`src/sv/rcc_pkg.sv`:
```
// ----------------------------------------------------------------------------
// rcc_pkg
// Shared types, constants and helpers of the receiver channel conditioner.
// ----------------------------------------------------------------------------
`default_nettype none

package rcc_pkg;

  localparam int unsigned ChannelsDefault = 8;

  localparam int unsigned ChanW   = 3;
  localparam int unsigned PulseW  = 16;
  localparam int unsigned RangeW  = 12;
  localparam int unsigned MaskW   = 8;
  localparam int unsigned GainW   = 16;
  localparam int unsigned CmdW    = 10;
  localparam int unsigned FiltW   = 18;
  localparam int unsigned CountW  = 8;
  localparam int unsigned CfgIdxW = 3;
  localparam int unsigned CfgW    = 16;
  localparam int unsigned InDataW  = 40;
  localparam int unsigned OutDataW = 40;

  // scaling divider: |num| < 2^23, divisor is max - min
  localparam int unsigned DvdW = 23;

  localparam logic [RangeW-1:0] PulseMinReset = 12'd1100;
  localparam logic [RangeW-1:0] PulseMaxReset = 12'd1900;
  localparam logic [MaskW-1:0]  DirMaskReset  = 8'd0;
  localparam logic [MaskW-1:0]  StopMaskReset = 8'd196;
  localparam logic [GainW-1:0]  GainReset     = 16'd8231;

  localparam logic [PulseW-1:0] PulseLow    = 16'd500;
  localparam logic [PulseW-1:0] PulseHigh   = 16'd2500;
  localparam logic [PulseW-1:0] LinkCenter  = 16'd1500;
  localparam logic [PulseW-1:0] LinkLow     = 16'd1000;
  localparam logic [PulseW-1:0] LinkHigh    = 16'd2000;
  localparam logic [CountW:0]   GoodLimit   = 9'd200;
  localparam logic signed [CmdW-1:0]  CmdMax = 10'sd500;
  localparam logic signed [CmdW-1:0]  CmdMin = -10'sd500;
  localparam logic signed [FiltW-1:0] FiltMax = 18'sd131071;
  localparam logic signed [FiltW-1:0] FiltMin = -18'sd131071;

  typedef enum logic [CfgIdxW-1:0] {
    CfgPulseMin = 3'd0,
    CfgPulseMax = 3'd1,
    CfgDirMask  = 3'd2,
    CfgStopMask = 3'd3,
    CfgGain     = 3'd4
  } cfg_idx_e;

  // channel modulo channel count, by repeated subtraction
  function automatic logic [4:0] chan_mod(logic [ChanW-1:0] ch, int unsigned n);
    logic [4:0] r;
    r = {2'b00, ch};
    for (int i = 0; i < 8; i++) begin
      if (32'(r) >= n) begin
        r = r - 5'(n);
      end
    end
    return r;
  endfunction

endpackage

`default_nettype wire

```
`src/sv/rcc_divider.sv`:
```
// ----------------------------------------------------------------------------
// rcc_divider
// Restoring unsigned divider, one quotient bit per cycle.
// ----------------------------------------------------------------------------
`default_nettype none

module rcc_divider
  import rcc_pkg::*;
(
  input  wire logic              clk_i,
  input  wire logic              rst_ni,
  input  wire logic              start_i,
  input  wire logic [DvdW-1:0]   dividend_i,
  input  wire logic [RangeW-1:0] divisor_i,
  output logic                   done_o,
  output logic [DvdW-1:0]        quotient_o
);

  localparam int unsigned CntW = $clog2(DvdW);

  logic              busy_q;
  logic              done_q;
  logic [CntW-1:0]   cnt_q;
  logic [DvdW-1:0]   dvd_q;
  logic [RangeW-1:0] rem_q;
  logic [RangeW-1:0] div_q;

  logic [RangeW:0]   trial;
  logic              qbit;
  logic [RangeW-1:0] rem_next;

  always_comb begin
    trial = {rem_q, dvd_q[DvdW-1]};
    qbit  = trial >= {1'b0, div_q};
    if (qbit) begin
      rem_next = RangeW'(trial - {1'b0, div_q});
    end else begin
      rem_next = trial[RangeW-1:0];
    end
  end

  always_ff @(posedge clk_i or negedge rst_ni) begin
    if (!rst_ni) begin
      busy_q <= 1'b0;
      done_q <= 1'b0;
      cnt_q  <= '0;
    end else begin
      done_q <= 1'b0;
      if (start_i) begin
        busy_q <= 1'b1;
        cnt_q  <= CntW'(DvdW - 1);
      end else if (busy_q) begin
        if (cnt_q == '0) begin
          busy_q <= 1'b0;
          done_q <= 1'b1;
        end else begin
          cnt_q <= cnt_q - 1'b1;
        end
      end
    end
  end

  always_ff @(posedge clk_i) begin
    if (start_i) begin
      dvd_q <= dividend_i;
      div_q <= divisor_i;
      rem_q <= '0;
    end else if (busy_q) begin
      dvd_q <= {dvd_q[DvdW-2:0], qbit};
      rem_q <= rem_next;
    end
  end

  assign done_o     = done_q;
  assign quotient_o = dvd_q;

  a_start_idle: assert property (@(posedge clk_i) disable iff (!rst_ni)
    start_i |-> !busy_q) else $error("divider started while busy");
  a_rem_bound: assert property (@(posedge clk_i) disable iff (!rst_ni)
    busy_q |-> rem_q < div_q) else $error("partial remainder not below divisor");
  a_done_idle: assert property (@(posedge clk_i) disable iff (!rst_ni)
    done_o |-> !busy_q) else $error("divider done while still iterating");

endmodule

`default_nettype wire

```
`src/sv/rcc_filter.sv`:
```
// ----------------------------------------------------------------------------
// rcc_filter
// One-pole low-pass update in signed Q.8: multiply stage, then shift and add.
// ----------------------------------------------------------------------------
`default_nettype none

module rcc_filter
  import rcc_pkg::*;
(
  input  wire logic                   clk_i,
  input  wire logic                   rst_ni,
  input  wire logic                   start_i,
  input  wire logic signed [CmdW-1:0]  cmd_i,
  input  wire logic signed [FiltW-1:0] filt_i,
  input  wire logic [GainW-1:0]        gain_i,
  output logic                        done_o,
  output logic signed [FiltW-1:0]     filt_o
);

  localparam int unsigned DiffW = FiltW + 2;
  localparam int unsigned ProdW = DiffW + GainW + 1;

  logic signed [DiffW-1:0] diff;
  logic                    minor_step;
  logic signed [ProdW-1:0] prod;

  logic                    mul_vld_q;
  logic                    done_q;
  logic signed [ProdW-1:0] prod_q;
  logic                    minor_step_q;
  logic signed [FiltW-1:0] fold_q;
  logic signed [FiltW-1:0] fnew_q;

  logic signed [ProdW-1:0] step;
  logic signed [ProdW:0]   sum;
  logic signed [FiltW-1:0] sat;

  always_comb begin
    diff       = DiffW'($signed({cmd_i, 8'd0})) - DiffW'(filt_i);
    minor_step = (diff > -20'sd25600) && (diff < 20'sd25600);
    prod       = $signed({1'b0, gain_i}) * diff;
  end

  always_comb begin
    step = minor_step_q ? (prod_q >>> 16) : (prod_q >>> 17);
    sum  = (ProdW+1)'(fold_q) + (ProdW+1)'(step);
    if (sum > (ProdW+1)'(FiltMax)) begin
      sat = FiltMax;
    end else if (sum < (ProdW+1)'(FiltMin)) begin
      sat = FiltMin;
    end else begin
      sat = sum[FiltW-1:0];
    end
  end

  always_ff @(posedge clk_i or negedge rst_ni) begin
    if (!rst_ni) begin
      mul_vld_q <= 1'b0;
      done_q    <= 1'b0;
    end else begin
      mul_vld_q <= start_i;
      done_q    <= mul_vld_q;
    end
  end

  always_ff @(posedge clk_i) begin
    if (start_i) begin
      prod_q       <= prod;
      minor_step_q <= minor_step;
      fold_q       <= filt_i;
    end
    if (mul_vld_q) begin
      fnew_q <= sat;
    end
  end

  assign done_o = done_q;
  assign filt_o = fnew_q;

endmodule

`default_nettype wire

```
`src/sv/rc_channel_conditioner.sv`:
```
// ----------------------------------------------------------------------------
// rc_channel_conditioner
// Per-channel receiver pulse check, command scaling and low-pass filter.
// ----------------------------------------------------------------------------
// One item at a time. A scaled receiver pulse passes from accept to result
// through an evaluation state, the bit-serial divider for
// ((p-min)*1000 - (max-min)*500)/(max-min) (23 quotient bits), a filter
// start, the filter's multiply and add stages and the output register load.
// Fallback, range-fault and error paths skip the divider.
// The input is ready again once the result is loaded; a result left
// waiting in the output register stalls only the next item's done state.
`default_nettype none

module rc_channel_conditioner
  import rcc_pkg::*;
#(
  parameter int unsigned CHANNELS = ChannelsDefault
) (
  input  wire logic                clk_i,
  input  wire logic                rst_ni,
  // channel, pulse_width, radio_valid, datalink_valid, datalink_pulse
  input  wire logic [InDataW-1:0]  s_axis_tdata_i,
  input  wire logic                s_axis_tvalid_i,
  output logic                     s_axis_tready_o,
  // out_channel, command, filtered, channel_error, range_fault
  output logic [OutDataW-1:0]      m_axis_tdata_o,
  output logic                     m_axis_tvalid_o,
  input  wire logic                m_axis_tready_i,
  input  wire logic                cfg_we_i,
  input  wire logic [CfgIdxW-1:0]  cfg_idx_i,
  input  wire logic [CfgW-1:0]     cfg_data_i
);

  localparam int unsigned IdxW = (CHANNELS > 1) ? $clog2(CHANNELS) : 1;

  typedef enum logic [2:0] {
    StIdle,
    StEval,
    StDiv,
    StFilt,
    StFiltWait,
    StDone
  } state_e;

  state_e state_q;

  logic [RangeW-1:0] pulse_min_q;
  logic [RangeW-1:0] pulse_max_q;
  logic [MaskW-1:0]  dir_mask_q;
  logic [MaskW-1:0]  stop_mask_q;
  logic [GainW-1:0]  gain_q;

  logic                   err_q  [CHANNELS];
  logic [CountW-1:0]      cnt_q  [CHANNELS];
  logic signed [CmdW-1:0] cmds_q [CHANNELS];
  logic signed [FiltW-1:0] filt_q [CHANNELS];

  logic [ChanW-1:0]  ch_q;
  logic [IdxW-1:0]   k_q;
  logic [PulseW-1:0] pw_q;
  logic              radio_q;
  logic              link_q;
  logic [PulseW-1:0] dl_q;

  logic                   neg_q;
  logic signed [CmdW-1:0] cmd_q;
  logic                   err_out_q;
  logic                   fault_q;

  logic                    out_vld_q;
  logic [ChanW-1:0]        och_q;
  logic signed [CmdW-1:0]  ocmd_q;
  logic signed [FiltW-1:0] ofilt_q;
  logic                    oerr_q;
  logic                    ofault_q;

  logic                   s_accept;
  logic                   out_free;
  logic                   bad_pulse;
  logic [CountW:0]        cnt_inc;
  logic                   err_new;
  logic [CountW-1:0]      cnt_new;
  logic                   scaled;
  logic                   fault;
  logic [RangeW-1:0]      span;
  logic [13:0]            offs;
  logic [DvdW:0]          num;
  logic [DvdW-1:0]        num_mag;
  logic [PulseW-1:0]      dl_off;
  logic signed [CmdW-1:0] fb_cmd;
  logic [8:0]             lim_mag;
  logic signed [CmdW-1:0] div_cmd;

  logic                    div_start;
  logic                    div_done;
  logic [DvdW-1:0]         div_q;
  logic                    filt_start;
  logic                    filt_done;
  logic signed [FiltW-1:0] filt_new;

  assign s_accept  = s_axis_tvalid_i && s_axis_tready_o;
  assign out_free  = !out_vld_q || m_axis_tready_i;
  assign fault     = pulse_min_q >= pulse_max_q;

  always_comb begin
    bad_pulse = (pw_q > PulseHigh) || (pw_q < PulseLow);
    cnt_inc   = {1'b0, cnt_q[k_q]} + 1'b1;
    err_new   = err_q[k_q];
    cnt_new   = cnt_q[k_q];
    if (radio_q) begin
      if (bad_pulse) begin
        err_new = 1'b1;
        cnt_new = '0;
      end else if (cnt_inc > GoodLimit) begin
        err_new = 1'b0;
        cnt_new = GoodLimit[CountW-1:0];
      end else begin
        cnt_new = cnt_inc[CountW-1:0];
      end
    end
    scaled = radio_q && !err_new;
  end

  always_comb begin
    span    = pulse_max_q - pulse_min_q;
    offs    = 14'(pw_q[RangeW-1:0]) - 14'(pulse_min_q);
    num     = {{(DvdW-13){offs[13]}}, offs} * 24'd1000 - 24'(span) * 24'd500;
    num_mag = num[DvdW] ? DvdW'(-num) : num[DvdW-1:0];
  end

  always_comb begin
    dl_off = dl_q - LinkCenter;
    if (!link_q) begin
      fb_cmd = stop_mask_q[ch_q] ? CmdMin : '0;
    end else if (dl_q > LinkHigh) begin
      fb_cmd = CmdMax;
    end else if (dl_q < LinkLow) begin
      fb_cmd = CmdMin;
    end else begin
      fb_cmd = dl_off[CmdW-1:0];
    end
  end

  always_comb begin
    lim_mag = (div_q > DvdW'(500)) ? 9'd500 : div_q[8:0];
    div_cmd = neg_q ? -$signed({1'b0, lim_mag}) : $signed({1'b0, lim_mag});
  end

  assign div_start  = (state_q == StEval) && scaled && !fault;
  assign filt_start = (state_q == StFilt);

  rcc_divider u_div (
    .clk_i      (clk_i),
    .rst_ni     (rst_ni),
    .start_i    (div_start),
    .dividend_i (num_mag),
    .divisor_i  (span),
    .done_o     (div_done),
    .quotient_o (div_q)
  );

  rcc_filter u_filt (
    .clk_i   (clk_i),
    .rst_ni  (rst_ni),
    .start_i (filt_start),
    .cmd_i   (cmd_q),
    .filt_i  (filt_q[k_q]),
    .gain_i  (gain_q),
    .done_o  (filt_done),
    .filt_o  (filt_new)
  );

  always_ff @(posedge clk_i or negedge rst_ni) begin
    if (!rst_ni) begin
      pulse_min_q <= PulseMinReset;
      pulse_max_q <= PulseMaxReset;
      dir_mask_q  <= DirMaskReset;
      stop_mask_q <= StopMaskReset;
      gain_q      <= GainReset;
    end else if (cfg_we_i) begin
      unique case (cfg_idx_i)
        CfgPulseMin: pulse_min_q <= cfg_data_i[RangeW-1:0];
        CfgPulseMax: pulse_max_q <= cfg_data_i[RangeW-1:0];
        CfgDirMask:  dir_mask_q  <= cfg_data_i[MaskW-1:0];
        CfgStopMask: stop_mask_q <= cfg_data_i[MaskW-1:0];
        CfgGain:     gain_q      <= cfg_data_i[GainW-1:0];
        default: ;
      endcase
    end
  end

  always_ff @(posedge clk_i or negedge rst_ni) begin
    if (!rst_ni) begin
      state_q         <= StIdle;
      s_axis_tready_o <= 1'b1;
      out_vld_q       <= 1'b0;
      for (int i = 0; i < CHANNELS; i++) begin
        err_q[i]  <= 1'b0;
        cnt_q[i]  <= '0;
        cmds_q[i] <= '0;
        filt_q[i] <= '0;
      end
    end else begin
      // the done state reloads the output register itself
      if (out_vld_q && m_axis_tready_i && (state_q != StDone)) begin
        out_vld_q <= 1'b0;
      end
      unique case (state_q)
        StIdle: begin
          if (s_accept) begin
            s_axis_tready_o <= 1'b0;
            state_q         <= StEval;
          end
        end
        StEval: begin
          err_q[k_q] <= err_new;
          cnt_q[k_q] <= cnt_new;
          if (scaled && !fault) begin
            state_q <= StDiv;
          end else begin
            state_q <= StFilt;
          end
        end
        StDiv: begin
          if (div_done) begin
            state_q <= StFilt;
          end
        end
        StFilt: begin
          state_q <= StFiltWait;
        end
        StFiltWait: begin
          if (filt_done) begin
            state_q <= StDone;
          end
        end
        StDone: begin
          if (out_free) begin
            out_vld_q       <= 1'b1;
            cmds_q[k_q]     <= cmd_q;
            filt_q[k_q]     <= filt_new;
            s_axis_tready_o <= 1'b1;
            state_q         <= StIdle;
          end
        end
        default: state_q <= StIdle;
      endcase
    end
  end

  always_ff @(posedge clk_i) begin
    if (s_accept) begin
      ch_q    <= s_axis_tdata_i[2:0];
      k_q     <= IdxW'(chan_mod(s_axis_tdata_i[2:0], CHANNELS));
      pw_q    <= s_axis_tdata_i[18:3];
      radio_q <= s_axis_tdata_i[19];
      link_q  <= s_axis_tdata_i[20];
      dl_q    <= s_axis_tdata_i[36:21];
    end
    if (state_q == StEval) begin
      err_out_q <= err_new;
      fault_q   <= fault;
      neg_q     <= num[DvdW] ^ dir_mask_q[ch_q];
      if (!scaled) begin
        cmd_q <= fb_cmd;
      end else begin
        cmd_q <= cmds_q[k_q];
      end
    end
    if (state_q == StDiv && div_done) begin
      cmd_q <= div_cmd;
    end
    if (state_q == StDone && out_free) begin
      och_q    <= ch_q;
      ocmd_q   <= cmd_q;
      ofilt_q  <= filt_new;
      oerr_q   <= err_out_q;
      ofault_q <= fault_q;
    end
  end

  assign m_axis_tvalid_o = out_vld_q;
  assign m_axis_tdata_o  = {7'd0, ofault_q, oerr_q, ofilt_q, ocmd_q, och_q};

  a_busy_after_accept: assert property (@(posedge clk_i) disable iff (!rst_ni)
    s_accept |=> !s_axis_tready_o) else $error("input taken while an item is in work");
  a_cmd_range: assert property (@(posedge clk_i) disable iff (!rst_ni)
    m_axis_tvalid_o |-> (ocmd_q <= CmdMax) && (ocmd_q >= CmdMin))
    else $error("command out of range");
  a_count_cap: assert property (@(posedge clk_i) disable iff (!rst_ni)
    (state_q == StEval) |-> (cnt_q[k_q] <= GoodLimit[CountW-1:0]))
    else $error("good-pulse count above limit");
  a_div_owner: assert property (@(posedge clk_i) disable iff (!rst_ni)
    div_done |-> (state_q == StDiv)) else $error("divider result outside divide phase");

endmodule

`default_nettype wire

```
`config.mk`:
```
export PLATFORM = sky130hd
export DESIGN_NAME = rc_channel_conditioner
export DESIGN_NICKNAME = d
export VERILOG_FILES = /design/src/sv/rcc_pkg.sv /design/src/sv/rcc_divider.sv /design/src/sv/rcc_filter.sv /design/src/sv/rc_channel_conditioner.sv
export SDC_FILE = /design/constraint.sdc
export NUM_CORES = 2
export LEC_CHECK = 0
export BUFFER_PORTS_ARGS = -buffer_cell sky130_fd_sc_hd__buf_2
export CORE_MARGIN = 4
export CORE_UTILIZATION = 45
export DETAILED_ROUTE_END_ITERATION = 8
export GPL_ROUTABILITY_DRIVEN = 0
export MAX_ROUTING_LAYER = met4
export SLEW_MARGIN = 20
export SYNTH_ARGS = -nofsm -noshare
export SYNTH_HDL_FRONTEND = slang
export SYNTH_HIERARCHICAL = 1
export SYNTH_SLANG_ARGS = --single-unit
```
`constraint.sdc`:
```
create_clock -name clk_i -period 14.6 [get_ports clk_i]
set_input_delay 0.73 -clock clk_i [delete_from_list [all_inputs] [get_ports clk_i]]
set_output_delay 0.73 -clock clk_i [all_outputs]
set_load 0.005 [all_outputs]
```
Yosys cells after proc, flatten, opt, wreduce, memory -nomap -nowiden

Index checks and enable logic that the tools add are counted.

Flip-flop bits (word level): 569
Output and inout bits: 42
Input bits: 64

Multiplexer cells: 70
Bitwise gates (word level): 2
Equal/unequal tests: 15
Reductions and logical operators: 32
Add/sub/neg operators: 11
Order comparisons: 15
$mul: 3

Operator list:

| operator                | number |
|---|---|
| $bwmux W144             | 1 |
| $mux W10                | 11 |
| $bwmux W80              | 1 |
| $mux W18                | 4 |
| $mux W23                | 3 |
| $bwmux W64              | 1 |
| $bmux W18 S3            | 1 |
| $demux W18 S3           | 1 |
| $mux W8                 | 6 |
| $gt A38 B18 Y1 const B  | 1 |
| $lt A38 B18 Y1 const B  | 1 |
| $mul A17 B19 Y36        | 1 |
| $bmux W10 S3            | 1 |
| $demux W10 S3           | 1 |
| $bmux W8 S3             | 1 |
| $demux W8 S3            | 1 |
| $mul A24 B7 Y21 const B | 1 |
| $sub A12 B12 Y12        | 2 |
| $sub A24 B21 Y24        | 1 |
| $gt A23 B9 Y1 const B   | 1 |
| $neg A23 Y23            | 1 |
| $add A18 B20 Y21        | 1 |
| $mux W1                 | 20 |
| $gt A19 B16 Y1 const B  | 1 |
| other kinds (46)        | 84 |

Longest topological paths before layout

Depth in word-level cells: 15
Depth in mapped cells: 44
Mapped depth without buffers: 38

By module

Netlist, hierarchy kept.

Modules (own cells, without submodules):

| module                 | area an instance (um^2) | instances | cells each | seq. area each (um^2) |
|---|---|---|---|---|
| rc_channel_conditioner | 25,543.2                | 1         | 2,239      | 11,451.0 |
| rcc_filter             | 14,818.0                | 1         | 1,579      | 1,761.7 |
| rcc_divider            | 2,892.8                 | 1         | 251        | 1,466.4 |

Least setup slack after synthesis

No wires, ideal clock.

Kind: register to register
Start: register k_q[2]
End: register, netlist name u_filt/prod_q[35]
Data arrival time: 9,907 ps
Slack: 4,433 ps
Stages on the path, launching flop included: 42
Setup time: 260 ps
Path through: edfxtp_1 -> buf_4 -> buf_4 -> buf_4 -> clkbuf_1 -> nor3_1 -> clkbuf_1 -> buf_1 -> a22oi_1 -> nand4_1 -> clkbuf_1 -> inv_1 -> ha_1 -> a31oi_1 -> o21ai_1 -> a21o_1 -> a41oi_1 -> a21oi_1 -> (+6 left out) -> clkbuf_1 -> xnor2_1 -> xnor2_1 -> fa_1 -> fa_1 -> inv_1 -> fa_1 -> inv_1 -> ha_1 -> nor2b_1 -> o21ai_0 -> nand2b_1 -> a21oi_1 -> nor2_1 -> a221oi_1 -> a21oi_1 -> a21oi_1 -> xnor2_1

Cells in the longest elaborated chain, start to end: 6

Ends and longest elaborated chain:

| element                                     | line                          | RTL |
|---|---|---|
| from (decl)                                 | rc_channel_conditioner.sv:59  | `logic [IdxW-1:0] k_q;` |
| from (signal assigned)                      | rc_channel_conditioner.sv:254 | `k_q <= IdxW'(chan_mod(s_axis_tdata_i[2:0], CHANNELS));` |
| $not A3 Y4 (implied by the code)            | rc_channel_conditioner.sv:167 | `.filt_i (filt_q[k_q]),` |
| $bmux W18 S3                                | rc_channel_conditioner.sv:167 |  |
| $mux W18 (implied by the code) (2 in a row) | rc_channel_conditioner.sv:167 |  |
| $sub A18 B18 Y19                            | rcc_filter.sv:39              | `diff = DiffW'($signed({cmd_i, 8'd0})) - DiffW'(filt_i);` |
| $mul A17 B19 Y36                            | rcc_filter.sv:41              | `prod = $signed({1'b0, gain_i}) * diff;` |
| net u_filt.prod[35]                         | rcc_filter.sv:25              | `logic signed [ProdW-1:0] prod;` |

The timed path passes the listed nets, and every way through them passes these cells. The select of a mux whose other input is x is not followed.
A chain may end at the register's enable or synchronous reset.

Worst setup path after layout

Start: register k_q[0]
End: register, netlist name u_filt/prod_q[35]

Cells in the longest elaborated chain, start to end: 6

Ends and longest elaborated chain:

| element                                     | line |
|---|---|
| $not A3 Y4 (implied by the code)            | rc_channel_conditioner.sv:167 |
| $bmux W18 S3                                | rc_channel_conditioner.sv:167 |
| $mux W18 (implied by the code) (2 in a row) | rc_channel_conditioner.sv:167 |
| $sub A18 B18 Y19                            | rcc_filter.sv:39 |
| $mul A17 B19 Y36                            | rcc_filter.sv:41 |
| net u_filt.prod[35]                         | rcc_filter.sv:25 |

The timed path passes the listed nets, and every way through them passes these cells. The select of a mux whose other input is x is not followed.

==> impl_metrics.yaml <==
run:
  cap_violations: 0
critical_path:
  crit_family: "adder cells"
  path_max_fanout: 40
  crit_slowest_cell: "fa_1"
  r2r_slack_ns: 4.29
  cpMostUsedCell: "fa_1"
  cp-start-kind: "flip-flop"
  endpoint_kind: "flip-flop"
  rr_worst_depth: 38
  crit_cells: 38
  required_ns: 15.01
  worstPathArrival_ns: 10.72
  cpPeakStageDelay_ns: 0.55
  critPathKind: "reg2reg"
  crit_buf_inv: 8
routing:
  num_vias: 29400
  topRoutingLayerUsed: "met4"
  wl_met1_um: 50600
  wire_per_inst_um: 19.4
  drt_wl_total_um: 106000
  dr.pass1.iters: 6
  drc: 0
  drt_iter0_markers: 1816
  wl_met2_um: 47900
  dr_wl_met3_um: 5350
  postRouteAntennaNets: 0
  via_per_inst: 5.39
timing:
  max-slew-margin-rel: 0.249
  min_period_ns: 10.31
  finalCritPeriodShare: 0.706
  worst_pin_slew_ns: 1.12
  fin_skew_ns: 0.0490
  clock.fmax_mhz: 96.9
  rsz0062_at_grt: "no"
  setup_tns_ns: 0
  drv_slew: 0
  final_hold_viol_count: 0
  finalSetupViolCount: 0
  worst_hold_slack_ns: 0.0905
synth:
  synth_edf_count: 175
  synth_cell_types: 108
  synthFlopType: "dfrtp_1"
  postSynthCellCount: 4069
  postSynthRegisterBits: 553
  synth_area_mm2: 0.0433
  yosysSeqAreaShare: 0.339
  avgSynthCellArea_um2: 10.6
  yosysWarnings: 6
  synth-async-reset-ratio: 0.662
clock_tree:
  root_buffer: "clkbuf_16"
  hold_buffers: 0
  cts_resized: 0
  clk_pin_slew_worst_paths_ns: 0.06
  numCtsBuffers: 59
  clk_latency_ns: 0.68
  tritoncts: "built"
  htree_levels: 2
  cts_post_setup_buffers_inserted: 0
  cts.sinks: 553
  cts_buffer_depth: 3
global_route:
  grt_max_degree: 107
  grt_use_total: 0.216
  grt_first_pass_wirelength_um: 171000
  grt-ovfl-total: 0
  grt_pass1_vias: 30300
  antenna_found_initial: 7
die:
  core_area_mm2: 0.0952
  die_y_um: 318
  dieArea_mm2: 0.101
  initial_core_util: 0.455
  ios: 106
  die_w_um: 318
  row_count: 113
place:
  dpl.hpwl_um: 76400
  port_buffers: 95
  post_dp_cell_area_mm2: 0.0453
min_path:
  hp-class: "in2async"
cells_and_area:
  drive_gt1_frac: 0.164
  mostFrequentLayoutCell: "inv_1"
  nNetsFinal: 4850
  final_util: 0.496
  design_area_mm2: 0.0472
  area_delta_synth_final_pct: 9.16
  layout_common_cells: "585 x inv_1, 377 x fa_1, 346 x dfrtp_1"
outcome:
  outcome: "completed"
-- per-stage QoR --
stage                     setup WS [ns]  instances
after floorplan                    4.43       4077
after global routing               3.35       5462
final                              4.29       5462
after detailed placement           4.34       5347
after global placement             4.34       5345
after CTS                          4.30       5459
-- metal layers --
metal / global-route usage / vias up
met1: 0.308 / 14800
met3: 0.0279 / 134
met2: 0.336 / 673
li1: - / 13900
met4: 0.0433 / 0
met5: - / -
-- state kept, by name (all words and copies together) (netlist names), 16 cells and up --
name              cells
gain_q               16
cmds_q               80
u_filt/fold_q        18
u_filt/filt_o        18
u_filt/prod_q        20
cnt_q                64
ofilt_q              18
filt_q              144
u_div/quotient_o     23
pw_q                 16
dl_q                 16
-- path summary, 6_finish.rpt --
kind	from	endpoint
min in group clk_i	s_axis_tdata_i[35]	dl_q[14]$_DFFE_PP_
max in group asynchronous	rst_ni	cmds_q[8]$_DFFE_PN0P_
hold reg to reg	err_out_q$_DFFE_PP_	oerr_q$_DFFE_PP_
setup reg to reg	k_q[0]$_DFFE_PP_	u_filt/prod_q[35]$_DFFE_PP_
hold / removal	rst_ni	cnt_q[13]$_DFFE_PN0P_
setup / recovery	k_q[0]$_DFFE_PP_	u_filt/prod_q[35]$_DFFE_PP_
-- synth_stat cells, drive strengths merged (25+ instances only) --
cell,instances,share of area
nand2b,27,0.0039
edfxtp,175,0.12
nand2,316,0.028
mux2,343,0.089
a21oi,171,0.020
o21ai,117,0.014
fa,377,0.17
nand3,45,0.0052
nor2,205,0.018
xnor2,123,0.025
ha,266,0.077
xor2,70,0.014
and2,137,0.020
buf,35,0.0060
a31oi,25,0.0036
a21o,51,0.0089
a22oi,87,0.015
clkbuf,116,0.010
inv,587,0.051
nor3,40,0.0050
nand4,27,0.0039
nor2b,25,0.0036
dfrtp,346,0.20
-- cell families (layout without fill, tap and decap cells) --
| logic type | count (synthesis) | after routing | synth area share |
|---|---|---|---|
| xor gates and xnor gates | 193 | 193 | 0.0391 |
| muxes | 366 | 366 | 0.0967 |
| AOI/OAI and AO/OA | 644 | 644 | 0.101 |
| adders and majority gates | 647 | 647 | 0.252 |
| DFF | 553 | 553 | 0.339 |
| and+or+nand+nor | 926 | 926 | 0.105 |
| buffers and inverters | 739 | 856 | 0.0671 |
| other | 1 | 12 | 0.0000867 |
-- final cells by class --
| cell class | count | area [um^2] |
|---|---|---|
| clock buffers | 90 | 1700 |
| diodes | 3 | 7.51 |
| well taps | 1265 | 1580 |
| repair buffers | 156 | 983 |
| inverters | 588 | 2210 |
| clock inverters | 22 | 235 |
| fillers | 8696 | 47900 |
| multi-input cells | 2785 | 25800 |
| flip-flops and latches | 553 | 14700 |
Power is left out: the tool's default activity adds up to more than one toggle a clock period on the data nets, which glitch-free logic cannot reach.
